[config.mk]
export PLATFORM = sky130hd
export DESIGN_NAME = stk_cell
export DESIGN_NICKNAME = d
export VERILOG_FILES = /design/src/rtl/stk_pkg.sv /design/src/rtl/stk_cell.sv
export SDC_FILE = /design/constraint.sdc
export NUM_CORES = 1
export LEC_CHECK = 0
export BUFFER_PORTS_ARGS = -buffer_cell sky130_fd_sc_hd__buf_2
export CORE_UTILIZATION = 37
export DETAILED_ROUTE_END_ITERATION = 8
export GPL_TIMING_DRIVEN = 0
export HOLD_SLACK_MARGIN = 0.12
export PLACE_DENSITY = 0.76
export SLEW_MARGIN = 20
export SYNTH_ARGS = -nofsm -noshare
export SYNTH_HDL_FRONTEND = slang
export SYNTH_SLANG_ARGS = --single-unit
[constraint.sdc]
create_clock -name clk -period 0.8 [get_ports clk]
set_clock_uncertainty 0.15 [all_clocks]
set_input_delay 0.16 -clock clk [delete_from_list [all_inputs] [get_ports clk]]
set_output_delay 0.16 -clock clk [all_outputs]
set_load 0.005 [all_outputs]
[src/rtl/stk_pkg.sv]
// package for the streaming top-k frequent block
package stk_pkg;
	localparam int NUM_VALUES = 256;
	localparam int MAX_K      = 16;
	localparam int COUNT_BITS = 16;
	localparam int VAL_W      = 8;
	localparam int RANK_W     = 4;
	localparam int K_W        = 5;
	localparam int ADDR_W     = $clog2(NUM_VALUES);
	localparam int SLOTS      = MAX_K + 1;
	localparam int SLOT_W     = $clog2(SLOTS);
	localparam logic [K_W-1:0] K_RESET = K_W'(4);
	localparam logic [COUNT_BITS-1:0] COUNT_MAX = {COUNT_BITS{1'b1}};

	typedef enum logic [2:0] {
		ST_CLEAR, ST_IDLE, ST_FETCH, ST_READ, ST_BUBBLE, ST_EMIT
	} state_t;

	// one slot of the ranked list
	typedef struct packed {
		logic [VAL_W-1:0]      val;
		logic [COUNT_BITS-1:0] cnt;
	} slot_t;
endpackage

[src/rtl/stk_cell.sv]
// one list cell: holds a slot; clears, loads, or swaps with a neighbor on command
module stk_cell (
	input  logic          clk,
	input  logic          arst_n,
	input  logic          clr,
	input  logic          load,
	input  stk_pkg::slot_t load_d,
	input  logic          take_up,
	input  logic          take_dn,
	input  stk_pkg::slot_t up_d,
	input  stk_pkg::slot_t dn_d,
	output stk_pkg::slot_t slot_q
);
	always_ff @(posedge clk or negedge arst_n) begin
		if (!arst_n) begin
			slot_q <= '0;
		end else if (clr) begin
			slot_q <= '0;
		end else if (load) begin
			slot_q <= load_d;
		end else if (take_up) begin
			slot_q <= up_d;
		end else if (take_dn) begin
			slot_q <= dn_d;
		end
	end
endmodule

# Word-level counts from Yosys, hierarchy flattened
# Cells that the tools add are included.
# classes
reduce_logical	1
mux	4
# op_table
op	n
$mux W24	4
$reduce_bool A4 Y1	1
# totals
output_inout_bits	24
in_bits	78
regBits	24
elab_cells	7

# Longest topological paths before layout
# Gate-level depths: netlist of the first run.
# logic_depth
word_depth	4
depth_mapped	4
ltp_nobuf	3

# Worst setup path after synthesis of the first run
# OpenSTA, ideal clock, no wires.
# synth_timing
kind	input to register
startpoint	input load
endpoint	register slot_q[0] (netlist name)
n_path_buf	2
t_arrival_ns	0.916
required_time_ns	0.528
slack_ns	-0.387
setup_time_ns	0.122
cell_stages	4
path_cell_list	buf_2 buf_2 a211o_1 a32o_1
# synth_via
elab_chain_cells	2
word_cells_on_any_way	3
cone_classes	mux: 2; reduce/logical: 1
# synth_rtl
item	line_no	rtl
start, declared	stk_cell.sv:6	input logic load,
$mux W24	stk_cell.sv:19	end else if (load) begin
$mux W24	stk_cell.sv:17	end else if (clr) begin
end signal, assigned	stk_cell.sv:20	slot_q <= load_d;
end signal, assigned	stk_cell.sv:22	slot_q <= up_d;
end signal, assigned	stk_cell.sv:24	slot_q <= dn_d;
end, declared	stk_cell.sv:12	output stk_pkg::slot_t slot_q
# Parallel ways exist; a longest one is shown, timed or not.
# A chain may end at the register's enable or synchronous reset.

# Worst setup path after layout of the first run
# layout_timing
startpoint	register slot_q[17] (netlist name)
endpoint	output slot_q[17] (netlist name)
# No word-level cell between the ends.

==> results.toml, run 1 <==
[timing]
hold_violations = 24
post-route-period-util = 1.40
setup_viol = 48
slew_violations = 0
rsz0062_at_grt = "yes"
layout_min_cycle_time_ns = 1.12
holdWs_ns = -0.287
tightestPinTransition_ns = 0.561
achievable-frequency_mhz = 890
slew_headroom = 0.626
timing.final.ws_setup_ns = -0.324

[die]
num_io_pins = 102
dieWidth_um = 65.4
initial_core_util = 0.395
core-area_um2 = 3770
die_y_um = 65.4
fp-row-count = 22
fp.dieArea_um2 = 4280

[yosys]
ys_seq_area_frac = 0.403
syn-cell-area_um2 = 1490
yosys.cell_types.count = 12
syn_avg_cell_area_um2 = 10.9
synth_area_leaders = "dfrtp_1, a32o_1, a211o_1"
netlist_instances = 137
synth_top_area_cell = "dfrtp_1"
synth.top_cell.area_share = 0.403
yosysWarnings = 0
syn-num-nets = 215
synth_seq_cells = 24

[power_and_ir_drop]
leakage_nw = 1.33
peakVddDrop_uv = 631
p_int_mw = 2.65
combPwrFrac = 0.301
pwr-share-clk = 0.315
power.switching_uw = 893
p_seq_frac = 0.384
total_power_mw = 3.54
switching_share = 0.252
p_per_area_nw_per_um2 = 1350

[layout]
layout_commonest_cell = "buf_2"
fin_util = 0.693
top_regs = "slot_q (24)"
drive_gt1_frac = 0.554
largest-register = "slot_q"
largest_reg_flops = 24
antenna_cells = 0
nNetsFinal = 348
area_delta_synth_final_pct = 75.6
stdcell_count = 317

[place]
port-buffer-count = 101
dpl.hpwl_um = 3160
numPlacedInstances = 286
place_congestion = 0.749
dp_slack_ns = -0.610

[setup_path]
crit_required_ns = 0.49
cp_slowest_cell = "dfrtp_1"
arrival_ns = 0.81
critPathTopFamily = "flip-flops"
max_stage_delay_ns = 0.41
crit_buf_inv = 1
cp-end-kind = "output pin"
worstSetupPathType = "reg -> out"
cp_max_fo = 2
path_cells = "buf_2"
cp-start-kind = "register"

[clock_network]
cts.clk_slew.worst_paths_ns = 0.10
cts_tree = "yes"
cts-htree-levels = 1
clock_sinks = 24
numCtsBuffers = 3
cts-root-buf = "clkbuf_8"
clk_latency_ns = 0.27
cts_buffer_depth = 2

[detailed_routing]
avgRoutedWirePerCell_um = 15.7
drc = 0
drt_pass1_iterations = 6
via_count = 1631
vias_per_cell = 5.15
ant_nets = 0
drt-initial-drc-count = 57
wl_um = 4970

[min_path]
worst_hold_path_type = "in -> async"

[flow_run]
max-cap-violations = 0

[global_routing]
overflow = 0
grt_pass1_wl_um = 7870
grt_usage = 0.248
antenna_found_initial = 0
grt_pass1_vias = 1624
grt_max_degree = 25

[run_status]
violations = "negative hold slack, negative setup slack"
status = "finished, violations left"
==> per-stage QoR <==
step           cell area (um^2)  TNS, ns
6_report                   2620   -13.47
5_1_grt                    2620   -14.55
4_1_cts                    2600   -13.91
3_5_place_dp               2100   -13.99
3_3_place_gp               2100   -13.91
2_1_floorplan              1530    -7.40
==> synth_stat cells <==
| master | number |
|---|---|
| a211o_1 | 24 |
| a32o_1 | 24 |
| dfrtp_1 | 24 |
| nand2b_1 | 24 |
| nor2b_1 | 24 |
| buf_4 | 5 |
| buf_6 | 4 |
| buf_2 | 3 |
| clkbuf_1 | 2 |
| nor2_2 | 1 |
| nor3_1 | 1 |
| nor4_4 | 1 |
==> metal layers <==
layer,GRT usage,part of all wire,routed length [um],up-vias
li1,-,-,-,795
met1,0.286,0.42,2090,749
met2,0.450,0.49,2440,81
met3,0.0451,0.071,354,6
met4,0.0924,0.015,75,0
met5,0,0,0,-
==> layout make-up <==
| type | instances | area, um^2 |
|---|---|---|
| fill | 281 | 1160 |
| timing repair buffer | 129 | 898 |
| multi-input combinational | 99 | 800 |
| sequential | 24 | 601 |
| buffer | 13 | 185 |
| tap | 48 | 60.1 |
| clock buffer | 3 | 41.3 |
| clock inverter | 1 | 30.0 |
==> power groups by stage <==
stage / sequential, mW / combinational, mW / clock, mW
floorplan: 1.39 / 0.388 / 0
detailed placement: 1.38 / 0.784 / 0
finish: 1.36 / 1.07 / 1.11
global placement: 1.38 / 0.775 / 0
global route: 1.37 / 1.16 / 1.16
CTS: 1.36 / 1.05 / 1.10
==> path summary, 6_finish.rpt <==
path	end	depth (start not counted)	startpoint	slack [ns]
min in group clk	slot_q[20]$_DFFE_PN0P_	3	load_d[20]	0.07
min	slot_q[14]$_DFFE_PN0P_	1	arst_n	-0.29
min reg2reg	slot_q[11]$_DFFE_PN0P_	1	slot_q[11]$_DFFE_PN0P_	0.35
max reg2reg	slot_q[17]$_DFFE_PN0P_	2	slot_q[17]$_DFFE_PN0P_	-0.21
max in group asynchronous	slot_q[17]$_DFFE_PN0P_	1	arst_n	0.41
max	slot_q[17]	1	slot_q[17]$_DFFE_PN0P_	-0.32
==> what timing repair did <==
| action | 4_1_cts | 5_1_grt |
|---|---|---|
| gates cloned | 6 | 0 |
| pin swaps | 14 | 15 |
| gates resized for setup | 35 | 9 |
| setup buffers | 17 | 7 |
| hold endpoints to repair | 48 | 46 |
| setup endpoints to repair | 48 | 48 |
==> cells by family after synthesis <==
group	Yosys count	share of synthesized area
AO/OA/AOI/OAI	48	0.303
buffers and inverters	14	0.0706
flip-flops	24	0.403
AND/OR/NAND/NOR	51	0.224
Note: power is estimated with default switching activity, not from simulation.
==> inputs of run 2 (changes only) <==
- HOLD_SLACK_MARGIN: 0.12 -> 0.02
- REMOVE_ABC_BUFFERS: not set -> 1
==> run 2 against run 1 <==
Compared with the run above:
- die area stayed put
- largest cell class unchanged
- critical path depth stayed put
- first-iteration DRC count is 33% lower
- critical endpoint unchanged
- the run still ends with negative hold slack, negative setup slack left
- sequential share of layout area is 1.3 points higher
- non-clock buffer count is 12 lower
==> results.toml, run 2 (same netlist as run 1, synthesis figures left out) <==
[global_routing]
grt_pass1_vias = 1531
grt_usage = 0.233
antenna_found_initial = 0
grt_pass1_wl_um = 7580
grt_max_degree = 26
overflow = 0

[layout]
fillers = 282
largest_reg_flops = 24
multi_input_area_um2 = 822
area_delta_synth_final_pct = 66.1
top_regs = "slot_q (24)"
drive_gt1_frac = 0.537
stdcell_count = 307
layout_commonest_cell = "buf_2"
antenna_cells = 0
largest-register = "slot_q"
nNetsFinal = 338
seqCellArea_um2 = 601

[setup_path]
worstRegToRegCells = 2
cp-end-kind = "output pin"
worstSetupPathType = "reg -> out"
crit_required_ns = 0.49
max_stage_delay_ns = 0.39
cp_max_fo = 2
cp_slowest_cell = "dfrtp_1"
timing.rr.start = "slot_q[12]$_DFFE_PN0P_"
path_cells = "buf_2"
crit_buf_inv = 1
critPathTopFamily = "flip-flops"
arrival_ns = 0.79
worst-r2r-setup-slack_ns = -0.18
reg2reg_to = "slot_q[12]$_DFFE_PN0P_"
cp-start-kind = "register"

[timing]
holdWs_ns = -0.280
slew_headroom = 0.637
layout_min_cycle_time_ns = 1.10
post-route-period-util = 1.37
rsz0062_at_grt = "yes"
setup_viol = 48
hold_violations = 24
tightestPinTransition_ns = 0.545
timing.final.ws_setup_ns = -0.299
achievable-frequency_mhz = 910
fin_tns_setup_ns = -11.41
slew_violations = 0

[run_status]
status = "finished, violations left"
violations = "negative hold slack, negative setup slack"

[place]
place_congestion = 0.705
dpl.hpwl_um = 2580
numPlacedInstances = 273
dp_slack_ns = -1.55
port-buffer-count = 101

[detailed_routing]
drt_pass1_iterations = 4
via_count = 1651
avgRoutedWirePerCell_um = 16.0
drc = 0
vias_per_cell = 5.38
drt-initial-drc-count = 38
wl_um = 4920
ant_nets = 0

[power_and_ir_drop]
pwr-share-clk = 0.258
total_power_mw = 3.13
combPwrFrac = 0.309
p_per_area_nw_per_um2 = 1270
leakage_nw = 1.26
peakVddDrop_uv = 966
p_int_mw = 2.34
p_seq_frac = 0.433
switching_share = 0.253
power.switching_uw = 791

[clock_network]
clk_latency_ns = 0.26
cts-root-buf = "clkbuf_8"
numCtsBuffers = 3
clock_sinks = 24
cts_tree = "yes"
cts-htree-levels = 1
cts_buffer_depth = 2
cts.clk_slew.worst_paths_ns = 0.08

[die]
initial_core_util = 0.395
fp-row-count = 22
dieWidth_um = 65.4
num_io_pins = 102
die_y_um = 65.4
core-area_um2 = 3770
fp.dieArea_um2 = 4280

[min_path]
worst_hold_path_type = "in -> async"

[flow_run]
max-cap-violations = 0
==> run 2: area by class of cell <==
class | count | share of cell area
sequential | 24 | 0.243
clock buffer | 4 | 0.0223
timing repair buffer | 130 | 0.378
multi-input combinational | 101 | 0.332
tap | 48 | 0.0243
==> run 2: power groups by stage <==
stage / Clock, mW / Sequential, mW / Combinational [mW]
2_1_floorplan: 0 / 1.39 / 0.276
3_3_place_gp: 0 / 1.37 / 0.688
3_5_place_dp: 0 / 1.38 / 0.702
4_1_cts: 0.842 / 1.35 / 0.907
5_1_grt: 0.886 / 1.37 / 1.04
6_report: 0.807 / 1.36 / 0.966
==> run 2: repair_timing <==
| item | 4_1_cts | 5_1_grt |
|---|---|---|
| hold endpoints to repair | 24 | 24 |
| setup endpoints to repair | 48 | 48 |
| resized for setup | 34 | 2 |
| gates cloned | 7 | 1 |
| buffers inserted | 13 | 9 |
| pin swaps | 6 | 4 |
==> run 2: worst max path at each step <==
| stage | start | end | cells after the start |
|---|---|---|---|
| 2_1_floorplan | take_up | slot_q[0]$_DFFE_PN0P_ | 2 |
| 3_3_place_gp | load | slot_q[0]$_DFFE_PN0P_ | 4 |
| 3_5_place_dp | load | slot_q[23]$_DFFE_PN0P_ | 4 |
| 4_1_cts | slot_q[23]$_DFFE_PN0P_ | slot_q[23] | 1 |
| 5_1_grt | slot_q[4]$_DFFE_PN0P_ | slot_q[4] | 1 |
| 6_report | slot_q[17]$_DFFE_PN0P_ | slot_q[17] | 1 |
==> run 2: layer usage <==
metal | vias to the layer above | track usage | routed length (um)
met5 | - | 0 | 0
met4 | 0 | 0.0761 | 91
met3 | 8 | 0.0556 | 334
met2 | 83 | 0.409 | 2480
met1 | 786 | 0.278 | 2020
li1 | 774 | - | -
==> run 2: stage by stage <==
step | utilization | hold WS (ns) | cell area (um^2)
2_1_floorplan | - | -0.286 | 1380
4_1_cts | 0.629 | -0.264 | 2370
3_5_place_dp | 0.520 | 0.0318 | 1960
6_report | 0.656 | -0.280 | 2470
3_3_place_gp | 0.517 | 0.0317 | 1950
5_1_grt | 0.656 | -0.254 | 2470
