<file path="src/rtl/stk_ram.sv">
// generic single port ram with registered read
module stk_ram #(
	parameter int WIDTH = 8,
	parameter int DEPTH = 16
) (
	input  logic                     clk,
	input  logic                     we,
	input  logic [$clog2(DEPTH)-1:0] addr,
	input  logic [WIDTH-1:0]         wdata,
	output logic [WIDTH-1:0]         rdata
);
	logic [WIDTH-1:0] mem_q [DEPTH];

	always_ff @(posedge clk) begin
		if (we) begin
			mem_q[addr] <= wdata;
		end
		rdata <= mem_q[addr];
	end
endmodule

</file>
<file path="config.mk">
export PLATFORM = sky130hd
export DESIGN_NAME = stk_ram
export DESIGN_NICKNAME = d
export VERILOG_FILES = /design/src/rtl/stk_ram.sv
export SDC_FILE = /design/constraint.sdc
export NUM_CORES = 1
export LEC_CHECK = 0
export BUFFER_PORTS_ARGS = -buffer_cell sky130_fd_sc_hd__buf_2
export CAP_MARGIN = 20
export CORE_ASPECT_RATIO = 1.2
export CORE_MARGIN = 5
export CORE_UTILIZATION = 55
export DETAILED_ROUTE_END_ITERATION = 10
export PLACE_DENSITY = 0.81
export REMOVE_ABC_BUFFERS = 1
export SETUP_SLACK_MARGIN = 0.3
export SYNTH_ARGS = -nofsm -noshare
export SYNTH_HDL_FRONTEND = slang
export SYNTH_SLANG_ARGS = --single-unit
</file>
<file path="constraint.sdc">
create_clock -name clk -period 5.46 [get_ports clk]
set_input_delay 1.092 -clock clk [delete_from_list [all_inputs] [get_ports clk]]
set_output_delay 1.092 -clock clk [all_outputs]
set_load 0.02 [all_outputs]
</file>
After elaboration in Yosys (flattened, before gate mapping) --
Memory sizes are Yosys's and may differ from the RTL's. A register that Yosys moved wholly into a read port is not among the register bits. Cells that the tools add are included.
Word-level totals: register bits 0, bits in latches 0, bits in writable memories 128, ROM bits 0, bits of input ports 14, logic and storage cells 3, memories kept 1
Cells by class: add/sub/neg operators 0, multipliers 0, div/mod/pow operators 0, magnitude comparators 0, equality and inequality tests 0, shift operators 0, muxes and demuxes 2, bitwise gates (word level) 0, reduce and logical (&&, ||, !) cells 0
Memories:
- mem_q | words 16, bits a word 8, rd ports 1, clocked after memory_dff 1, wr ports 1, line 12 | logic [WIDTH-1:0] mem_q [DEPTH];
Operators by type and width (count):
- two-way mux 1 bit | 2

Logic depth before layout (Yosys ltp) --
Gate-level depths: netlist (run 1).
depth after elaboration 2, depth in mapped cells 5, mapped depth without buffers 3

Worst setup path before layout (run 1) --
Ideal clock, no wire load.
path type input to register, from input port addr[2], to memory mem_q[0][0], enable pin, library setup time 0.383 ns, arrival 2.202 ns, required time 5.077 ns, path slack 2.875 ns, cell stages on the path 2, cells stage by stage or3b_2 nor3_1
RTL lines:
- from (decl) | line 8 | input logic [$clog2(DEPTH)-1:0] addr,
- to (decl) | line 12
No word-level cell before the write port.

Worst setup path after layout (run 1) --
from input port addr[0], to memory mem_q[15][6], enable pin
No word-level cell before the write port.

==> impl_metrics.yaml, run 1 <==
run_status:
  outcome: "finished clean"
logic_synthesis:
  syn_inst: 230
  avgSynthCellArea_um2: 22.0
  multiplexer_fraction_of_the_synthesized_cell_area: 0.142
  post-synth-top-area-cell: "sky130_fd_sc_hd__edfxtp_1"
  sequential_area_share_after_synthesis: 0.790
  dominant_combinational_cell_family_by_area_after_synthesis: "multiplexers"
  post_synth_and_or_nand_nor_area_fraction: 0.0321
  synth_enable_flop_cells: 128
  synth_flop_cell: "sky130_fd_sc_hd__edfxtp_1"
  synthAdderAreaFrac: 0
  synthDominantCellAreaShare: 0.759
  synthXorXnorAreaFrac: 0
  synth.ff_latch_count: 136
  netlist_area_before_placement_um2: 5070
  synth-async-reset-ratio: 0
  ys.warnings.count: 0
  synth_cell_types: 18
  compound_cell_area_share_of_the_yosys_netlist: 0.0237
  synthTopCellsByArea: "sky130_fd_sc_hd__edfxtp_1 (76%), sky130_fd_sc_hd__mux4_2 (14%), sky130_fd_sc_hd__dfxtp_1 (3.2%)"
timing:
  worstMarginPinSlew_ns: 0.895
  final_max_slew_viol_count: 0
  worst_clock_skew_ns: 0.00770
  layout_min_cycle_time_ns: 2.73
  finalSetupTns_ns: 0
  period_share: 0.501
  finalWorstSetupSlack_ns: 2.73
  grt_setup_unrepaired: "no"
  post_route_worst_hold_slack_ns: 0.676
  fmaxAchievable_mhz: 366
  setup_viol: 0
  worst_slew_margin_rel: 0.404
  report.final.hold_viol_count: 0
die:
  design.portCount: 22
  initial_utilization: 0.561
  floorplan.die.height_um: 115
  die_area_um2: 11200
  core_area_um2: 9030
  floorplan.rows: 38
  chipWidth_um: 97.6
setup_path:
  worst_path_max_delay_cell: "sky130_fd_sc_hd__nor2_1"
  critPathMaxFanout: 28
  worst-endpoint-required_ns: 5.62
  cp-start-kind: "input port"
  arrival_ns: 2.89
  path_class: "input port to flop"
  reg2reg_from: "mem_q[0][2]"
  worst_path_largest_cell_delay_ns: 0.70
  critical_path.endpoint_type: "flop"
  critical_path.cell_chain: "buf_2 -> buf_4 -> nand2_1 -> nor2_1"
  crit_start: "addr[0]"
  rrSetupSlack_ns: 4.00
clock_network:
  clk-insertion-delay-late_ns: 0.53
  clkSinkCount: 136
  cts_tree: "yes"
  cts-hold-fix-buffers: 0
  ctsResizeCount: 0
  numCtsBuffers: 17
  cts.reportedPaths.clkPinSlew_ns: 0.06
  cts_max_level: 4
  clock_tree.root_cell: "sky130_fd_sc_hd__clkbuf_8"
  cts.repair_timing.setup_buffer_count: 0
  clock_tree.buffer_depth: 2
detailed_routing:
  drt_via_density: 6.14
  ant_nets: 0
  detailroute.via_count: 2438
  routedWlPerCell_um: 25.8
  number_of_search_and_repair_iterations_in_the_first_detailed_routing_pass: 6
  drc: 0
  wirelength_mm: 10.2
  detail_route.iter0.violations: 310
placed_design:
  place_worst_setup_slack_ns: 2.20
  globalplace.congestion: 0.845
  detailed_place_hpwl_mm: 5.78
  place.port_buffers: 21
global_route:
  first_global_vias: 2584
  grt_max_degree: 40
  globalRouteTotalUtil: 0.206
  number_of_antenna_violations_at_the_first_check_in_global_routing: 0
  aggregate_global_routing_overflow: 0
  grt_pass1_wl_mm: 16.0
worst_hold_path:
  hold_path_class: "flop to flop"
  hp-start: "mem_q[15][6]"
flow_run:
  cap_viol_max_count: 0
finish:
  syn2layout_area_growth_pct: 16.7
  num-fill-cells: 567
  nNetsFinal: 278
  antenna_cells: 0
  postLayoutCoreUtil: 0.655
  drive_gt1_frac: 0.325
power:
  total_leakage_power_nw: 1.93
  power_per_cell_area_nw_per_um2: 416
  vdd_ir_drop_max_v: 0.000197
  design_power_total_w: 0.00246
worst max-delay path: cells and delay by family:
kind / cells / cell delay, ns
buf+inv: 2 / 0.86
simple gates: 2 / 0.92
cell families (layout without fill, tap and decap cells):
group / count (synthesis) / count (layout)
buffers and inverters: 11 / 58
AO/OA/AOI/OAI: 16 / 16
flip-flops: 136 / 136
AND/OR/NAND/NOR: 35 / 35
multiplexers: 32 / 32
routing by layer:
metal,global-route usage,routed length (um),share of wire
met5,0,0,0
met4,0.114,449,0.044
met3,0.0698,735,0.072
met2,0.335,5440,0.53
met1,0.243,3600,0.35
metrics by stage:
step,instance area [um^2],instances
3_3_place_gp,5280,362
2_1_floorplan,5010,219
4_1_cts,5910,396
3_5_place_dp,5290,364
6_report,5910,397
5_1_grt,5910,397
path summary, 6_finish.rpt:
| kind | cells past startpoint | to |
|---|---|---|
| setup reg to reg | 3 | rdata[2] |
| setup / recovery | 4 | mem_q[15][6] |
| hold reg to reg | 3 | rdata[6] |
| hold / removal | 3 | rdata[6] |
state kept, by name (all words and copies together), names as in the netlist:
| signal | cells |
|---|---|
| mem_q | 128 |
| rdata | 8 |
cell type report:
cell class / count / area [um^2] / area share
clock inverters: 15 / 201 / 0.0341
multi-input cells: 83 / 1000 / 0.170
clock buffers: 17 / 414 / 0.0700
well taps: 120 / 150 / 0.0254
repair buffers: 26 / 140 / 0.0237
flip-flops and latches: 136 / 4000 / 0.677
placed cells by master, fill, tap and decap left out:
cell and instances:
sky130_fd_sc_hd__edfxtp_1 128, sky130_fd_sc_hd__mux4_2 32, sky130_fd_sc_hd__buf_2 22, sky130_fd_sc_hd__a22oi_1 16, sky130_fd_sc_hd__clkbuf_16 16, sky130_fd_sc_hd__nor2_1 13, sky130_fd_sc_hd__nand2_1 9, sky130_fd_sc_hd__dfxtp_1 8
sky130_fd_sc_hd__clkinvlp_4 5, sky130_fd_sc_hd__nor3_1 4, sky130_fd_sc_hd__bufinv_16 4, sky130_fd_sc_hd__buf_4 3, sky130_fd_sc_hd__nor2b_1 2, sky130_fd_sc_hd__nand3b_1 2, sky130_fd_sc_hd__nand2b_1 2, sky130_fd_sc_hd__inv_6 2
sky130_fd_sc_hd__clkinv_4 2, sky130_fd_sc_hd__and2_1 1, sky130_fd_sc_hd__nand3_1 1, sky130_fd_sc_hd__or3b_2 1, sky130_fd_sc_hd__clkbuf_8 1, sky130_fd_sc_hd__clkinv_1 1, sky130_fd_sc_hd__clkinv_2 1, sky130_fd_sc_hd__clkbuf_4 1
power by group:
group	total, W	switching, W	internal [W]	leakage, nW
combinational	0.000115	0.0000727	0.0000426	0.419
clock	0.00117	0.000431	0.000742	0.284
sequential	0.00117	0.00000673	0.00117	1.22
total	0.00246	0.000510	0.00195	1.93
cells in the mapped netlist, types with 2 or more instances:
library cell and n:
sky130_fd_sc_hd__nor2b_1 2, sky130_fd_sc_hd__nand2b_1 2, sky130_fd_sc_hd__clkbuf_1 2, sky130_fd_sc_hd__dfxtp_1 8
sky130_fd_sc_hd__nand3b_1 2, sky130_fd_sc_hd__buf_2 2, sky130_fd_sc_hd__edfxtp_1 128, sky130_fd_sc_hd__a22oi_1 16
sky130_fd_sc_hd__buf_1 4, sky130_fd_sc_hd__nor2_1 13, sky130_fd_sc_hd__buf_6 2, sky130_fd_sc_hd__nand2_1 9
sky130_fd_sc_hd__nor3_1 4, sky130_fd_sc_hd__mux4_2 32
Power figures use the tool's default switching activity.
==> inputs of run 2 (changes only) <==
--- a/config.mk
+++ b/config.mk
@@ -9,9 +9,9 @@
 export CAP_MARGIN = 20
 export CORE_ASPECT_RATIO = 1.2
 export CORE_MARGIN = 5
-export CORE_UTILIZATION = 55
+export CORE_UTILIZATION = 54
 export DETAILED_ROUTE_END_ITERATION = 10
-export PLACE_DENSITY = 0.81
+export PLACE_DENSITY = 0.83
 export REMOVE_ABC_BUFFERS = 1
 export SETUP_SLACK_MARGIN = 0.3
 export SYNTH_ARGS = -nofsm -noshare
==> constraint.sdc (replaced) <==
create_clock -name clk -period 2.4 [get_ports clk]
set_input_delay 0.48 -clock clk [delete_from_list [all_inputs] [get_ports clk]]
set_output_delay 0.48 -clock clk [all_outputs]
set_load 0.02 [all_outputs]
==> run 2 against run 1 <==
  * Clock skew shrank 0.00067 ns
  * Flip-flop and latch count unchanged
  * Worst setup slack lost 1.9 ns
  * Sequential power increased by 130%
  * Critical path depth increased by 1
  * Non-clock buffer count grew 16
  * Global-route usage fell by 1.5 points
  * Via count shrank 0.94%
  * Die area increased by 1.7%
  * Largest cell class unchanged
==> impl_metrics.yaml, run 2 (synthesis results as in run 1) <==
finish:
  layout.cells.most_common: "sky130_fd_sc_hd__edfxtp_1"
  nNetsFinal: 294
  postLayoutCoreUtil: 0.654
  final_cell_count_no_fill: 413
  final_cell_area_um2: 5970
  max_ffs_per_register: 128
  regMostFlops: "mem_q"
  syn2layout_area_growth_pct: 17.9
  layout_common_cells: "sky130_fd_sc_hd__edfxtp_1 (128), sky130_fd_sc_hd__mux4_2 (32), sky130_fd_sc_hd__buf_2 (21)"
  drive_gt1_frac: 0.358
  reg.largest.list: "mem_q x128, rdata x8"
  antenna_cells: 0
run_status:
  outcome: "finished clean"
detailed_routing:
  met2_wl_mm: 5.57
  drc: 0
  drt_via_density: 5.85
  detailroute.via_count: 2415
  wirelength_mm: 9.64
  routedWlPerCell_um: 23.3
  number_of_search_and_repair_iterations_in_the_first_detailed_routing_pass: 4
  ant_nets: 0
  topRoutingLayerUsed: "met4"
  met3_length_um: 570
  detail_route.iter0.violations: 191
  wl_met1_mm: 3.35
power:
  pwr-share-comb: 0.050
  total_leakage_power_nw: 1.99
  share_seq_of_total_power: 0.510
  vdd_ir_drop_max_v: 0.000525
  switchingPower_w: 0.00108
  p_sw_frac: 0.207
  p_int_w: 0.00415
  clock_power_share: 0.440
  power_per_cell_area_nw_per_um2: 877
placed_design:
  place.port_buffers: 21
  place_worst_setup_slack_ns: 0.278
  detailed_place_hpwl_mm: 6.26
  globalplace.congestion: 0.737
  placement_stage_cell_area_um2: 5430
  placed_cells_incl_taps: 381
worst_hold_path:
  hold_path_class: "input port to flop"
timing:
  worstMarginPinSlew_ns: 0.658
  layout_min_cycle_time_ns: 1.58
  finalWorstSetupSlack_ns: 0.825
  fmaxAchievable_mhz: 635
  worst_slew_margin_rel: 0.561
  grt_setup_unrepaired: "no"
  worst_clock_skew_ns: 0.00704
  report.final.hold_viol_count: 0
  setup_viol: 0
  period_share: 0.656
  finalSetupTns_ns: 0
  final_max_slew_viol_count: 0
global_route:
  aggregate_global_routing_overflow: 0
  globalRouteTotalUtil: 0.190
  first_global_vias: 2560
  number_of_antenna_violations_at_the_first_check_in_global_routing: 0
  grt_pass1_wl_mm: 15.1
  grt_max_degree: 40
setup_path:
  critPathMaxFanout: 27
  arrival_ns: 1.99
  critPathTopFamily: "buffers and inverters"
  critical_path.cell_chain: "buf_2 -> buf_4 -> mux4_2 -> a22oi_1 -> nand2_1"
  worst_path_largest_cell_delay_ns: 0.51
  worst_path_max_delay_cell: "sky130_fd_sc_hd__buf_2"
  worstPathBufferInverterCount: 2
  critical_path.endpoint_type: "flop"
  path_class: "input port to flop"
  cp-start-kind: "input port"
  rrSetupSlack_ns: 1.05
  worst-endpoint-required_ns: 2.81
die:
  chipWidth_um: 98.4
  core_area_um2: 9130
  floorplan.die.height_um: 116
  initial_utilization: 0.555
  floorplan.rows: 38
  design.portCount: 22
  die_area_um2: 11400
clock_network:
  clk-insertion-delay-late_ns: 0.52
  cts.repair_timing.setup_buffer_count: 0
  clkSinkCount: 136
  cts_tree: "yes"
  cts_max_level: 4
  clock_tree.root_cell: "sky130_fd_sc_hd__clkbuf_8"
  cts.reportedPaths.clkPinSlew_ns: 0.06
  clock_tree.buffer_depth: 2
  numCtsBuffers: 17
  cts-hold-fix-buffers: 0
  ctsResizeCount: 0
flow_run:
  cap_viol_max_count: 0
## run 2: changes by cell type in the layout (fill, tap and decap cells not counted), moves of 2 or more
cell                         before  now
sky130_fd_sc_hd__bufinv_16        4    1
sky130_fd_sc_hd__clkinv_2         1    5
sky130_fd_sc_hd__clkinvlp_4       5    3
sky130_fd_sc_hd__clkbuf_1         0    2
sky130_fd_sc_hd__inv_6            2    0
sky130_fd_sc_hd__buf_4            3   20
## run 2: worst paths after layout
| check | from | to | cells past startpoint |
|---|---|---|---|
| worst min register to register | mem_q[14][4] | rdata[4] | 3 |
| worst max register to register | mem_q[3][5] | rdata[5] | 3 |
| worst min-delay path | wdata[5] | mem_q[12][5] | 1 |
| worst max-delay path | addr[1] | rdata[4] | 5 |
## run 2: layout make-up
| cell class | instances | area, um^2 |
|---|---|---|
| clock inverter | 12 | 104 |
| sequential | 136 | 4000 |
| tap | 120 | 150 |
| fill | 628 | 3160 |
| timing repair buffer | 42 | 275 |
| multi-input combinational | 83 | 1000 |
| clock buffer | 20 | 435 |
## run 2: power groups by stage
stage	Combinational (W)	Sequential (W)	Clock [W]
final	0.000261	0.00267	0.00230
after global routing	0.000281	0.00268	0.00246
after CTS	0.000265	0.00267	0.00235
after detailed placement	0.000261	0.00272	0
after global placement	0.000252	0.00272	0
after floorplan	0.000109	0.00274	0
## run 2: layer usage
layer | vias to the layer above | GRT usage
met4 | 0 | 0.0792
met2 | 86 | 0.349
met3 | 12 | 0.0645
li1 | 1061 | -
met1 | 1256 | 0.202
met5 | - | 0
## run 2: per-stage QoR
stage / hold WS [ns] / total power (W)
2_1_floorplan: 0.579 / 0.00285
3_3_place_gp: 0.658 / 0.00297
3_5_place_dp: 0.669 / 0.00298
4_1_cts: 0.310 / 0.00529
5_1_grt: 0.328 / 0.00542
6_report: 0.343 / 0.00524
==> inputs of run 3 (changes only) <==
--- a/config.mk
+++ b/config.mk
@@ -9,9 +9,9 @@
 export CAP_MARGIN = 20
 export CORE_ASPECT_RATIO = 1.2
 export CORE_MARGIN = 5
-export CORE_UTILIZATION = 54
+export CORE_UTILIZATION = 55
 export DETAILED_ROUTE_END_ITERATION = 10
-export PLACE_DENSITY = 0.83
+export PLACE_DENSITY = 0.81
 export REMOVE_ABC_BUFFERS = 1
 export SETUP_SLACK_MARGIN = 0.3
 export SYNTH_ARGS = -nofsm -noshare
==> constraint.sdc (replaced) <==
create_clock -name clk -period 1.45 [get_ports clk]
set_input_delay 0.29 -clock clk [delete_from_list [all_inputs] [get_ports clk]]
set_output_delay 0.29 -clock clk [all_outputs]
set_load 0.02 [all_outputs]
==> run 3 against run 2 <==
  * Sequential share of layout area fell by 2.7 points
  * Flip-flop and latch count did not move
  * Clock power rose by 88%
  * Design area rose by 4.5%
  * Core utilization rose by 3.7 points
  * Critical path depth fell by 2
  * Global-route usage rose by 0.90 points
==> impl_metrics.yaml, run 3 (synthesis results as in run 1) <==
run_status:
  outcome: "finished clean"
finish:
  antenna_cells: 0
  drive_gt1_frac: 0.427
  final_cell_count_no_fill: 420
  max_ffs_per_register: 128
  nNetsFinal: 302
  syn2layout_area_growth_pct: 23.2
  num-fill-cells: 531
  regMostFlops: "mem_q"
  reg.largest.list: "mem_q x128, rdata x8"
  layout_common_cells: "sky130_fd_sc_hd__edfxtp_1 (128), sky130_fd_sc_hd__mux4_2 (32), sky130_fd_sc_hd__buf_4 (25)"
  final_cell_area_um2: 6240
  layout.cells.most_common: "sky130_fd_sc_hd__edfxtp_1"
placed_design:
  detailed_place_hpwl_mm: 6.47
  placement_stage_cell_area_um2: 5530
  place.port_buffers: 21
  placed_cells_incl_taps: 389
  globalplace.congestion: 0.750
global_route:
  aggregate_global_routing_overflow: 0
  grt_max_degree: 22
  number_of_antenna_violations_at_the_first_check_in_global_routing: 0
  grt_pass1_wl_mm: 15.9
  first_global_vias: 2673
  globalRouteTotalUtil: 0.199
setup_path:
  arrival_ns: 1.73
  worst-endpoint-required_ns: 1.86
  cp-start-kind: "flop"
  rrSetupSlack_ns: 0.13
  rr_endpoint: "rdata[3]"
  worst_case_reg_to_reg_path_depth: 3
  critPathMaxFanout: 1
  reg2reg_from: "mem_q[3][3]"
  path_class: "flop to flop"
  critical_path.endpoint_type: "flop"
timing:
  period_share: 0.912
  fmaxAchievable_mhz: 756
  post_route_worst_hold_slack_ns: 0.148
  setup_viol: 0
  worstMarginPinSlew_ns: 0.870
  report.final.hold_viol_count: 0
  worst_clock_skew_ns: 0.00688
  layout_min_cycle_time_ns: 1.32
  worst_slew_margin_rel: 0.419
  final_max_slew_viol_count: 0
  grt_setup_unrepaired: "yes"
clock_network:
  clk-insertion-delay-late_ns: 0.52
  cts_tree: "yes"
  clock_tree.buffer_depth: 2
  cts_max_level: 4
  cts-hold-fix-buffers: 0
  clock_tree.root_cell: "sky130_fd_sc_hd__clkbuf_8"
  cts.repair_timing.setup_buffer_count: 0
  numCtsBuffers: 17
  clkSinkCount: 136
  cts.reportedPaths.clkPinSlew_ns: 0.06
die:
  initial_utilization: 0.561
  design.portCount: 22
  core_area_um2: 9030
  chipWidth_um: 97.6
  floorplan.rows: 38
  die_area_um2: 11200
  floorplan.die.height_um: 115
detailed_routing:
  ant_nets: 0
  routedWlPerCell_um: 24.0
  detail_route.iter0.violations: 263
  detailroute.via_count: 2479
  number_of_search_and_repair_iterations_in_the_first_detailed_routing_pass: 4
  drt_via_density: 5.90
  drc: 0
  wirelength_mm: 10.1
worst_hold_path:
  hold_path_class: "input port to flop"
  whs_path_depth: 1
  hold_path_end: "mem_q[5][1]"
  hp-start: "wdata[1]"
flow_run:
  cap_viol_max_count: 0
power:
  p_sw_frac: 0.192
  p_int_w: 0.00750
  total_leakage_power_nw: 2.09
  power_per_cell_area_nw_per_um2: 1490
  vdd_ir_drop_max_v: 0.000900
  share_seq_of_total_power: 0.478
  clock_power_share: 0.466
  switchingPower_w: 0.00178
  pwr-share-comb: 0.056
  design_power_total_w: 0.00928
==> run 3: area by class of cell <==
type | instances | area, um^2 | share of cell area
clock buffers | 22 | 453 | 0.0726
clock inverters | 9 | 149 | 0.0239
multi-input cells | 83 | 1050 | 0.169
flip-flops and latches | 136 | 4010 | 0.643
well taps | 120 | 150 | 0.0241
repair buffers | 50 | 423 | 0.0677
==> run 3: per-stage QoR <==
stage | worst slack (ns) | TNS (ns) | utilization
global placement | -0.195 | -8.44 | 0.612
floorplan | -0.333 | -5.39 | -
detailed placement | -0.220 | -11.70 | 0.612
global route | 0.106 | 0 | 0.691
CTS | 0.132 | 0 | 0.690
finish | 0.127 | 0 | 0.691
==> run 3: worst max path at each step <==
stage                startpoint          end  cells after the start
floorplan               addr[2]  mem_q[0][0]                      2
global placement        addr[0]     rdata[6]                      5
detailed placement      addr[0]     rdata[2]                      5
CTS                    rdata[1]     rdata[1]                      1
global route        mem_q[2][6]     rdata[6]                      3
finish              mem_q[3][3]     rdata[3]                      3
==> run 3: routing by layer <==
| layer | track usage | vias up | wire [um] |
|---|---|---|---|
| met3 | 0.0467 | 19 | 629 |
| met5 | 0 | - | 0 |
| met1 | 0.243 | 1278 | 3730 |
| li1 | - | 1076 | - |
| met4 | 0.0896 | 0 | 216 |
| met2 | 0.343 | 106 | 5500 |
==> run 3: power groups by stage <==
stage	clock network, W	registers (W)	logic [W]
2_1_floorplan	0	0.00453	0.000181
3_3_place_gp	0	0.00450	0.000451
3_5_place_dp	0	0.00451	0.000466
4_1_cts	0.00438	0.00444	0.000520
5_1_grt	0.00459	0.00444	0.000552
6_report	0.00432	0.00444	0.000517
==> run 3: critical path, stage by stage, from the launching register on <==
cell	delay (ns)
sky130_fd_sc_hd__edfxtp_1	0.41
sky130_fd_sc_hd__mux4_2	0.52
sky130_fd_sc_hd__a22oi_2	0.22
sky130_fd_sc_hd__nand2_1	0.07
==> run 3: repair_timing <==
action | CTS | global route
pin swaps | 11 | 1
gates resized for setup | 33 | 1
endpoints found under the setup margin | 16 | 23
